[config.mk]
export PLATFORM = sky130hd
export DESIGN_NAME = bos_platform_capability_parser
export DESIGN_NICKNAME = d
export VERILOG_FILES = /design/src/rtl/bpc_pkg.sv /design/src/rtl/bpc_scan.sv /design/src/rtl/bpc_out.sv /design/src/rtl/bos_platform_capability_parser.sv
export VERILOG_INCLUDE_DIRS = /design/src /design/src/rtl
export SDC_FILE = /design/constraint.sdc
export NUM_CORES = 1
export LEC_CHECK = 0
export BUFFER_PORTS_ARGS = -buffer_cell sky130_fd_sc_hd__buf_2
export CAP_MARGIN = 20
export CORE_MARGIN = 10
export CORE_UTILIZATION = 50
export DETAILED_ROUTE_END_ITERATION = 10
export PLACE_DENSITY = 0.67
export SYNTH_ARGS = -nofsm -noshare
export SYNTH_HDL_FRONTEND = slang
export SYNTH_SLANG_ARGS = --single-unit
[constraint.sdc]
create_clock -name clk -period 11.15 [get_ports clk]
set_input_delay 1.6725 -clock clk [delete_from_list [all_inputs] [get_ports clk]]
set_output_delay 1.6725 -clock clk [all_outputs]
set_load 0.1 [all_outputs]
[src/rtl/bos_platform_capability_parser_assert.svh]
// Assertion macros for the RTL of the BOS platform capability parser.
// When SYNTH is defined, every macro expands to nothing.
`ifndef BOS_PLATFORM_CAPABILITY_PARSER_ASSERT_SVH
`define BOS_PLATFORM_CAPABILITY_PARSER_ASSERT_SVH

`ifndef SYNTH

// If the antecedent holds, the consequent must hold in the same cycle.
`define BPC_ASSERT_SAME(label, clk, rst_n, ante, cons, msg) \
    label: assert property (@(posedge clk) disable iff (!rst_n) (ante) |-> (cons)) \
        else $error(msg);

// If the antecedent holds, the consequent must hold in the next cycle.
`define BPC_ASSERT_NEXT(label, clk, rst_n, ante, cons, msg) \
    label: assert property (@(posedge clk) disable iff (!rst_n) (ante) |=> (cons)) \
        else $error(msg);

`else

`define BPC_ASSERT_SAME(label, clk, rst_n, ante, cons, msg)
`define BPC_ASSERT_NEXT(label, clk, rst_n, ante, cons, msg)

`endif

`endif

[src/rtl/bpc_pkg.sv]
package bpc_pkg;

    // Verdict codes of the capability walk.
    localparam logic [1:0] VERDICT_PENDING = 2'd0;
    localparam logic [1:0] VERDICT_FOUND   = 2'd1;
    localparam logic [1:0] VERDICT_FAILED  = 2'd2;

    // Descriptor constants.
    localparam logic [7:0]  BOS_HDR_LENGTH    = 8'h05;
    localparam logic [7:0]  BOS_DESC_TYPE     = 8'h0F;
    localparam logic [7:0]  CAP_DESC_TYPE     = 8'h10;
    localparam logic [7:0]  CAP_TYPE_PLATFORM = 8'h05;
    localparam logic [7:0]  CAP_MIN_LENGTH    = 8'd3;
    localparam logic [7:0]  PLATFORM_MIN_LEN  = 8'd20;
    localparam logic [7:0]  WEBUSB_MIN_LEN    = 8'd22;
    localparam logic [7:0]  WEBUSB_LEN        = 8'd24;
    localparam logic [15:0] WEBUSB_MIN_VER    = 16'h0100;

    // Byte offsets inside a capability descriptor.
    localparam logic [7:0] OFF_LENGTH  = 8'd0;
    localparam logic [7:0] OFF_TYPE    = 8'd1;
    localparam logic [7:0] OFF_CAPTYPE = 8'd2;
    localparam logic [7:0] OFF_UUID_LO = 8'd4;
    localparam logic [7:0] OFF_UUID_HI = 8'd19;
    localparam logic [7:0] OFF_VER_LO  = 8'd20;
    localparam logic [7:0] OFF_VER_HI  = 8'd21;
    localparam logic [7:0] OFF_VENDOR  = 8'd22;
    localparam logic [7:0] OFF_LANDING = 8'd23;

    // One result word.
    typedef struct packed {
        logic        found;
        logic [15:0] version;
        logic [7:0]  vendor;
        logic [7:0]  landing;
    } result_t;

    // WebUSB platform capability UUID, in wire order.
    function automatic logic [7:0] uuid_byte(input logic [3:0] idx);
        logic [7:0] b;
        case (idx)
            4'd0:    b = 8'h38;
            4'd1:    b = 8'hB6;
            4'd2:    b = 8'h08;
            4'd3:    b = 8'h34;
            4'd4:    b = 8'hA9;
            4'd5:    b = 8'h09;
            4'd6:    b = 8'hA0;
            4'd7:    b = 8'h47;
            4'd8:    b = 8'h8B;
            4'd9:    b = 8'hFD;
            4'd10:   b = 8'hA0;
            4'd11:   b = 8'h76;
            4'd12:   b = 8'h88;
            4'd13:   b = 8'h15;
            4'd14:   b = 8'hB6;
            4'd15:   b = 8'h65;
            default: b = 8'h00;
        endcase
        return b;
    endfunction

endpackage

[src/rtl/bpc_scan.sv]
module bpc_scan
(
    input  logic                 clk,
    input  logic                 rst_n,
    input  logic                 step,
    input  logic [7:0]           data,
    input  logic                 last,
    output bpc_pkg::result_t     result
);

    logic [15:0] pos_reg;
    logic [15:0] pos_next;
    logic [15:0] total_reg;
    logic [15:0] total_next;
    logic [7:0]  caps_reg;
    logic [7:0]  caps_next;
    logic [7:0]  off_reg;
    logic [7:0]  off_next;
    logic [7:0]  len_reg;
    logic [7:0]  len_next;
    logic        plat_reg;
    logic        plat_next;
    logic        uuid_ok_reg;
    logic        uuid_ok_next;
    logic [1:0]  verdict_reg;
    logic [1:0]  verdict_next;
    logic [15:0] ver_reg;
    logic [15:0] ver_next;
    logic [7:0]  vendor_reg;
    logic [7:0]  vendor_next;
    logic [7:0]  landing_reg;
    logic [7:0]  landing_next;

    logic [15:0] room;
    logic [16:0] pos_inc;
    logic [3:0]  uuid_idx;
    logic [7:0]  off_inc;
    logic [7:0]  caps_dec;
    logic        stop;
    logic        ok;

    assign room     = total_reg - pos_reg;
    assign pos_inc  = {1'b0, pos_reg} + 17'd1;
    assign uuid_idx = off_reg[3:0] - 4'd4;
    assign off_inc  = off_reg + 8'd1;
    assign caps_dec = caps_reg - 8'd1;

    // Per-byte update of the header check and the capability walk.
    always_comb
    begin
        total_next   = total_reg;
        caps_next    = caps_reg;
        off_next     = off_reg;
        len_next     = len_reg;
        plat_next    = plat_reg;
        uuid_ok_next = uuid_ok_reg;
        verdict_next = verdict_reg;
        ver_next     = ver_reg;
        vendor_next  = vendor_reg;
        landing_next = landing_reg;
        stop         = 1'b0;

        if (verdict_reg == bpc_pkg::VERDICT_PENDING)
        begin
            if (pos_reg == 16'd0)
            begin
                if (data != bpc_pkg::BOS_HDR_LENGTH)
                    verdict_next = bpc_pkg::VERDICT_FAILED;
            end
            else if (pos_reg == 16'd1)
            begin
                if (data != bpc_pkg::BOS_DESC_TYPE)
                    verdict_next = bpc_pkg::VERDICT_FAILED;
            end
            else if (pos_reg == 16'd2)
            begin
                total_next = {8'd0, data};
            end
            else if (pos_reg == 16'd3)
            begin
                total_next = {data, total_reg[7:0]};
                if ({data, total_reg[7:0]} < 16'd5)
                    verdict_next = bpc_pkg::VERDICT_FAILED;
            end
            else if (pos_reg == 16'd4)
            begin
                caps_next = data;
                if (data == 8'd0 || total_reg == 16'd5)
                    verdict_next = bpc_pkg::VERDICT_FAILED;
            end
            else if (pos_reg < total_reg)
            begin
                // Capability body.
                if (off_reg == bpc_pkg::OFF_LENGTH)
                begin
                    len_next = data;
                    if (data < bpc_pkg::CAP_MIN_LENGTH || {8'd0, data} > room)
                    begin
                        verdict_next = bpc_pkg::VERDICT_FAILED;
                        stop         = 1'b1;
                    end
                end
                else if (off_reg == bpc_pkg::OFF_TYPE)
                begin
                    if (data != bpc_pkg::CAP_DESC_TYPE)
                    begin
                        verdict_next = bpc_pkg::VERDICT_FAILED;
                        stop         = 1'b1;
                    end
                end
                else if (off_reg == bpc_pkg::OFF_CAPTYPE)
                begin
                    plat_next = (data == bpc_pkg::CAP_TYPE_PLATFORM);
                    if (data == bpc_pkg::CAP_TYPE_PLATFORM &&
                        len_reg < bpc_pkg::PLATFORM_MIN_LEN)
                    begin
                        verdict_next = bpc_pkg::VERDICT_FAILED;
                        stop         = 1'b1;
                    end
                end
                else if (plat_reg)
                begin
                    if (off_reg >= bpc_pkg::OFF_UUID_LO && off_reg <= bpc_pkg::OFF_UUID_HI)
                    begin
                        uuid_ok_next = uuid_ok_reg && (data == bpc_pkg::uuid_byte(uuid_idx));
                        if (off_reg == bpc_pkg::OFF_UUID_HI)
                        begin
                            if (!uuid_ok_next)
                                plat_next = 1'b0;
                            else if (len_reg < bpc_pkg::WEBUSB_MIN_LEN)
                            begin
                                verdict_next = bpc_pkg::VERDICT_FAILED;
                                stop         = 1'b1;
                            end
                        end
                    end
                    else if (off_reg == bpc_pkg::OFF_VER_LO)
                    begin
                        ver_next = {ver_reg[15:8], data};
                    end
                    else if (off_reg == bpc_pkg::OFF_VER_HI)
                    begin
                        ver_next = {data, ver_reg[7:0]};
                        if ({data, ver_reg[7:0]} < bpc_pkg::WEBUSB_MIN_VER)
                            plat_next = 1'b0;
                        else if (len_reg != bpc_pkg::WEBUSB_LEN)
                        begin
                            verdict_next = bpc_pkg::VERDICT_FAILED;
                            stop         = 1'b1;
                        end
                    end
                    else if (off_reg == bpc_pkg::OFF_VENDOR)
                    begin
                        vendor_next = data;
                    end
                    else if (off_reg == bpc_pkg::OFF_LANDING)
                    begin
                        landing_next = data;
                        verdict_next = bpc_pkg::VERDICT_FOUND;
                        stop         = 1'b1;
                    end
                end

                // Step to the next byte, or close this capability.
                if (!stop)
                begin
                    off_next = off_inc;
                    if (off_inc == len_next)
                    begin
                        caps_next = caps_dec;
                        if (caps_dec == 8'd0 || pos_inc == {1'b0, total_reg})
                        begin
                            verdict_next = bpc_pkg::VERDICT_FAILED;
                        end
                        else
                        begin
                            off_next     = bpc_pkg::OFF_LENGTH;
                            plat_next    = 1'b0;
                            uuid_ok_next = 1'b1;
                        end
                    end
                end
            end
        end

        pos_next = (pos_reg == 16'hFFFF) ? pos_reg : pos_inc[15:0];

        // Result as seen after this byte.
        ok = (verdict_next == bpc_pkg::VERDICT_FOUND) && (pos_next >= 16'd5) &&
             (pos_next >= total_next);
        result.found   = ok;
        result.version = ok ? ver_next : 16'd0;
        result.vendor  = ok ? vendor_next : 8'd0;
        result.landing = ok ? landing_next : 8'd0;

        // The final byte returns every register to its reset value.
        if (last)
        begin
            pos_next     = 16'd0;
            total_next   = 16'd0;
            caps_next    = 8'd0;
            off_next     = 8'd0;
            len_next     = 8'd0;
            plat_next    = 1'b0;
            uuid_ok_next = 1'b1;
            verdict_next = bpc_pkg::VERDICT_PENDING;
            ver_next     = 16'd0;
            vendor_next  = 8'd0;
            landing_next = 8'd0;
        end
    end

    // Walk state, updated once for each byte that leaves the input register.
    always_ff @(posedge clk or negedge rst_n)
    begin
        if (!rst_n)
        begin
            pos_reg     <= 16'd0;
            total_reg   <= 16'd0;
            caps_reg    <= 8'd0;
            off_reg     <= 8'd0;
            len_reg     <= 8'd0;
            plat_reg    <= 1'b0;
            uuid_ok_reg <= 1'b1;
            verdict_reg <= bpc_pkg::VERDICT_PENDING;
            ver_reg     <= 16'd0;
            vendor_reg  <= 8'd0;
            landing_reg <= 8'd0;
        end
        else if (step)
        begin
            pos_reg     <= pos_next;
            total_reg   <= total_next;
            caps_reg    <= caps_next;
            off_reg     <= off_next;
            len_reg     <= len_next;
            plat_reg    <= plat_next;
            uuid_ok_reg <= uuid_ok_next;
            verdict_reg <= verdict_next;
            ver_reg     <= ver_next;
            vendor_reg  <= vendor_next;
            landing_reg <= landing_next;
        end
    end

endmodule

[src/rtl/bpc_out.sv]
module bpc_out
(
    input  logic                 clk,
    input  logic                 rst_n,
    input  logic                 load,
    input  bpc_pkg::result_t     result,
    input  logic                 take,
    output logic                 full,
    output bpc_pkg::result_t     held
);

    logic             valid_reg;
    logic             valid_next;
    bpc_pkg::result_t data_reg;

    // Slot is occupied until the downstream side takes the word.
    always_comb
    begin
        valid_next = valid_reg;
        if (load)
            valid_next = 1'b1;
        else if (take)
            valid_next = 1'b0;
    end

    always_ff @(posedge clk or negedge rst_n)
    begin
        if (!rst_n)
            valid_reg <= 1'b0;
        else
            valid_reg <= valid_next;
    end

    // Result payload, loaded only when a word is written.
    always_ff @(posedge clk)
    begin
        if (load)
            data_reg <= result;
    end

    assign full = valid_reg;
    assign held = data_reg;

endmodule

[src/rtl/bos_platform_capability_parser.sv]
// A last byte is held in the input register, then its result word is loaded
// into the result register. Throughput: one byte per cycle; a byte leaves the
// input register every cycle unless it is a last byte and the result register
// is full and not being taken. Reset: asynchronous, active low; clears the walk
// state, the input register valid and the result valid, and leaves it ready.
`include "bos_platform_capability_parser_assert.svh"

module bos_platform_capability_parser
(
    input  logic        clk,
    input  logic        rst_n,
    input  logic        byte_valid,
    output logic        byte_ready,
    input  logic [7:0]  data_byte,
    input  logic        last_byte,
    output logic        result_valid,
    input  logic        result_ready,
    output logic        found,
    output logic [15:0] capability_version,
    output logic [7:0]  vendor_request_code,
    output logic [7:0]  landing_page_index
);

    logic             in_valid_reg;
    logic [7:0]       in_data_reg;
    logic             in_last_reg;
    logic             out_full;
    logic             out_room;
    logic             in_fire;
    logic             in_drain;
    logic             out_take;
    bpc_pkg::result_t scan_result;
    bpc_pkg::result_t out_word;

    // Handshake between the input register and the result register.
    assign out_take   = out_full && result_ready;
    assign out_room   = !out_full || result_ready;
    assign in_drain   = in_valid_reg && (!in_last_reg || out_room);
    assign byte_ready = !in_valid_reg || in_drain;
    assign in_fire    = byte_valid && byte_ready;

    // Input register.
    always_ff @(posedge clk or negedge rst_n)
    begin
        if (!rst_n)
            in_valid_reg <= 1'b0;
        else if (in_fire)
            in_valid_reg <= 1'b1;
        else if (in_drain)
            in_valid_reg <= 1'b0;
    end

    always_ff @(posedge clk)
    begin
        if (in_fire)
        begin
            in_data_reg <= data_byte;
            in_last_reg <= last_byte;
        end
    end

    // Header check and capability walk.
    bpc_scan u_scan
    (
        .clk    (clk),
        .rst_n  (rst_n),
        .step   (in_drain),
        .data   (in_data_reg),
        .last   (in_last_reg),
        .result (scan_result)
    );

    // Result register.
    bpc_out u_out
    (
        .clk    (clk),
        .rst_n  (rst_n),
        .load   (in_drain && in_last_reg),
        .result (scan_result),
        .take   (out_take),
        .full   (out_full),
        .held   (out_word)
    );

    assign result_valid        = out_full;
    assign found               = out_word.found;
    assign capability_version  = out_word.version;
    assign vendor_request_code = out_word.vendor;
    assign landing_page_index  = out_word.landing;

    // A last byte that leaves the input register always yields a result word.
    `BPC_ASSERT_NEXT(a_last_gives_result, clk, rst_n, in_drain && in_last_reg, result_valid,
        "last byte produced no result word")

    // A result word without a match carries all-zero fields.
    `BPC_ASSERT_SAME(a_zero_fields, clk, rst_n, result_valid && !found,
        capability_version == 16'd0 && vendor_request_code == 8'd0 &&
        landing_page_index == 8'd0, "unmatched result carries nonzero fields")

    // Back-pressure only comes from an occupied input register.
    `BPC_ASSERT_SAME(a_ready_cause, clk, rst_n, !byte_ready,
        in_valid_reg && in_last_reg && out_full && !result_ready,
        "input stalled without a blocked last byte")

endmodule

==> flow_summary.json <==
{
  "hp-class": "flop to flop",
  "syn2layout_area_growth_pct": 9.645,
  "io_buffers": 47,
  "core_um2": 20300,
  "hp-start": "u_scan.landing_reg[6]$_DFFE_PN0P_",
  "maxCapViolCount": 0,
  "cts_buffers": 17,
  "power_mw": 2.438,
  "r2r_end": "u_scan.off_reg[5]$_DFFE_PN0P_",
  "cp_data_arrival_time_ns": 5.71,
  "max_stage_delay_ns": 0.72,
  "whs_path_depth": 1,
  "synthCells": 1217,
  "cp_common_cell": "or4_1",
  "overflow": 0,
  "comb_power_share": 0.479,
  "ctsLongestPathBuffers": 2,
  "slew_viol_final": 0,
  "grtUsageTotal": 0.2340,
  "cp_num_buf_inv": 1,
  "clock_latency_ns": 0.44,
  "cts_resized": 0,
  "crit_fanout": 17,
  "p_seq_frac": 0.272,
  "final_cells": 1497,
  "first_pass_iters": 5,
  "diodes": 0,
  "fmax_mhz": 185.4,
  "die_w_um": 164.1,
  "synth_ff_type": "dfrtp_1",
  "vdd_ir_drop_max_uv": 146.9,
  "drt_iter0_drc": 1089,
  "dp_cells": 1465,
  "finalSetupTns_ns": 0,
  "p_leak_nw": 4.942,
  "rsz0062_at_grt": "no",
  "hold_violations": 0,
  "yosysTopAreaCell": "dfrtp_1",
  "n_fill_cell": 1883,
  "layout_commonest_cell": "nand2_1",
  "cts-hold-fix-buffers": 0,
  "max_slew_margin": 0.3106,
  "fin_nets": 1284,
  "grt_antenna_before_repair": 0,
  "cts.clk_slew.worst_paths_ns": 0.07,
  "gp_congestion": 0.9768,
  "synth_warnings": 0,
  "power_switching_mw": 1.050,
  "ys_ff_latch": 136,
  "whs_endpoint": "u_scan.landing_reg[6]$_DFFE_PN0P_",
  "syn_nets": 1287,
  "ios": 48,
  "critPathLaunchType": "flop",
  "worstMarginPinSlew_ns": 1.025,
  "syn_area_um2": 10380,
  "path_class": "flop to flop",
  "finalSetupViolCount": 0,
  "synth_top_area_frac": 0.2243,
  "wirelength_mm": 31.32,
  "clock_power_share": 0.249,
  "cts_tree": "built",
  "postSynth.asyncResetShare": 0.6912,
  "largest_reg_flops": 33,
  "grt_pass1_vias": 9015,
  "drtAntennaViolNets": 0,
  "crit_family": "simple AND/OR/NAND/NOR gates",
  "endpoint_kind": "flop",
  "r2r_cells": 17,
  "post-dp-hpwl_mm": 21.25,
  "outcome": "completed",
  "fin_worst_skew_ns": 0.01716,
  "postCtsSetupRepairBufs": 0,
  "power_density_nw_per_um2": 214.2,
  "critPathSlowestCell": "or4_1",
  "viasPerCell": 6.337,
  "period_needed_ns": 5.392,
  "cts.sinks": 136,
  "drc": 0,
  "drive_gt1_frac": 0.1068,
  "period_share": 0.4836,
  "synth_edf_count": 42,
  "switching_share": 0.4306,
  "ys_seq_area_frac": 0.3483,
  "wl_per_cell_um": 20.92,
  "h-tree-depth": 4,
  "yosys-top-cells-area": "dfrtp_1 (22%), edfxtp_1 (12%), ha_1 (6.8%)",
  "p_int_mw": 1.388,
  "grt_max_degree": 72,
  "die_h_um": 164.1,
  "yosys.cell_types.count": 83,
  "num_rows": 52,
  "required_ns": 11.47,
  "reg2reg_slack_ns": 5.76,
  "vias": 9487,
  "die_area_um2": 26920,
  "cp_cell_sequence": "inv_1 > ha_1 > o211ai_1 > a21o_1 > and2_1 > o21ai_0 > xnor2_1 > ha_1 > nand4_1 > or2_2 > nand3_1 > or4_1 > or4_1 > or4_1 > and4b_4 > and2_4 > a221o_1",
  "initial_core_util": 0.5112,
  "r2r-start": "u_scan.pos_reg[4]$_DFFE_PN0P_",
  "cts_root_buf": "clkbuf_16",
  "avgSynthCellArea_um2": 8.527,
  "grt_pass1_wl_mm": 50.30,
  "final_cell_mix": "nand2_1 (116), nor2_1 (110), o21ai_0 (104)"
}
synthesized netlist by cell type, types with 9 or more instances:
cell type and number:
or4_1 9, mux2_2 12, edfxtp_1 42, and3_1 15, a21boi_0 12, inv_1 46, nor4_1 17, dfrtp_1 93
a22oi_1 38, xnor2_1 26, a21oi_1 61, xor2_1 18, o21ai_0 104, nor2b_1 9, nand4_1 22, a21o_1 16
nand3_1 37, a31oi_1 15, nor2_1 110, a22o_1 11, ha_1 56, nand2b_1 14, clkbuf_1 75, a211oi_1 17
mux2i_1 41, nor3_1 28, nand2_1 117, and4_1 10
metrics by stage:
stage                       util  setup slack [ns]  instance area, µm²  hold slack, ns
final                     0.5605             5.758               11380          0.4994
after detailed placement  0.5298             5.902               10760          0.4849
after global placement    0.5298             5.991               10760          0.4745
after floorplan                -             6.311               10380          0.4655
after global routing      0.5605             5.418               11380          0.5041
after CTS                 0.5605             5.869               11380          0.5002
area by class of cell:
type                            instances  area [µm²]  area share
Clock buffer                           17       425.4     0.03739
Clock inverter                         15       197.7     0.01737
Inverter                               47       176.4     0.01550
Multi-Input combinational cell        946        6246      0.5489
Sequential cell                       136        3615      0.3177
Tap cell                              270       337.8     0.02969
Timing Repair Buffer                   66       380.4     0.03343
how the worst max path moves through the flow:
stage	start	to	slack, ns	cells past startpoint
floorplan	u_scan.pos_reg[2]$_DFFE_PN0P_	u_scan.off_reg[7]$_DFFE_PN0P_	6.31	19
global placement	u_scan.pos_reg[4]$_DFFE_PN0P_	u_scan.off_reg[7]$_DFFE_PN0P_	5.99	17
detailed placement	u_scan.pos_reg[4]$_DFFE_PN0P_	u_scan.off_reg[5]$_DFFE_PN0P_	5.90	17
CTS	u_scan.pos_reg[4]$_DFFE_PN0P_	u_scan.off_reg[5]$_DFFE_PN0P_	5.87	17
global route	u_scan.pos_reg[4]$_DFFE_PN0P_	u_scan.caps_reg[5]$_DFFE_PN0P_	5.42	17
finish	u_scan.pos_reg[4]$_DFFE_PN0P_	u_scan.off_reg[5]$_DFFE_PN0P_	5.76	17
per-layer routing:
metal,global-route usage,vias up,part of all wire
met4,0.07067,0,0.022
met5,0,-,0
li1,-,4511,-
met1,0.3215,4523,0.45
met3,0.05307,62,0.087
met2,0.3593,391,0.44
power groups by stage:
| stage | Combinational (mW) | Sequential (mW) | Clock (mW) |
|---|---|---|---|
| final | 1.17 | 0.664 | 0.606 |
| after global routing | 1.31 | 0.673 | 0.632 |
| after CTS | 1.15 | 0.660 | 0.614 |
| after detailed placement | 1.15 | 0.670 | 0 |
| after global placement | 1.14 | 0.669 | 0 |
| after floorplan | 0.881 | 0.660 | 0 |
worst reg2reg max path: stages (launching register included):
cell and delay [ns]:
dfrtp_1 0.64, inv_1 0.19, ha_1 0.41, o211ai_1 0.11, a21o_1 0.19, and2_1 0.16, o21ai_0 0.22, xnor2_1 0.15
ha_1 0.27, nand4_1 0.09, or2_2 0.12, nand3_1 0.07, or4_1 0.52, or4_1 0.57, or4_1 0.72, and4b_4 0.31
and2_4 0.17, a221o_1 0.36
cells by family (layout without fill, tap and decap cells):
logic type	Yosys count	count (layout)	synth area share
adder cells (fa/ha/maj)	57	57	0.06945
XOR/XNOR	45	45	0.03931
buffers and inverters	135	145	0.05004
AO/OA/AOI/OAI	356	356	0.2267
flip-flops	136	136	0.3483
AND/OR/NAND/NOR	432	432	0.2071
multiplexers	56	56	0.05908
No activity file was read; power rests on OpenSTA's default activity.
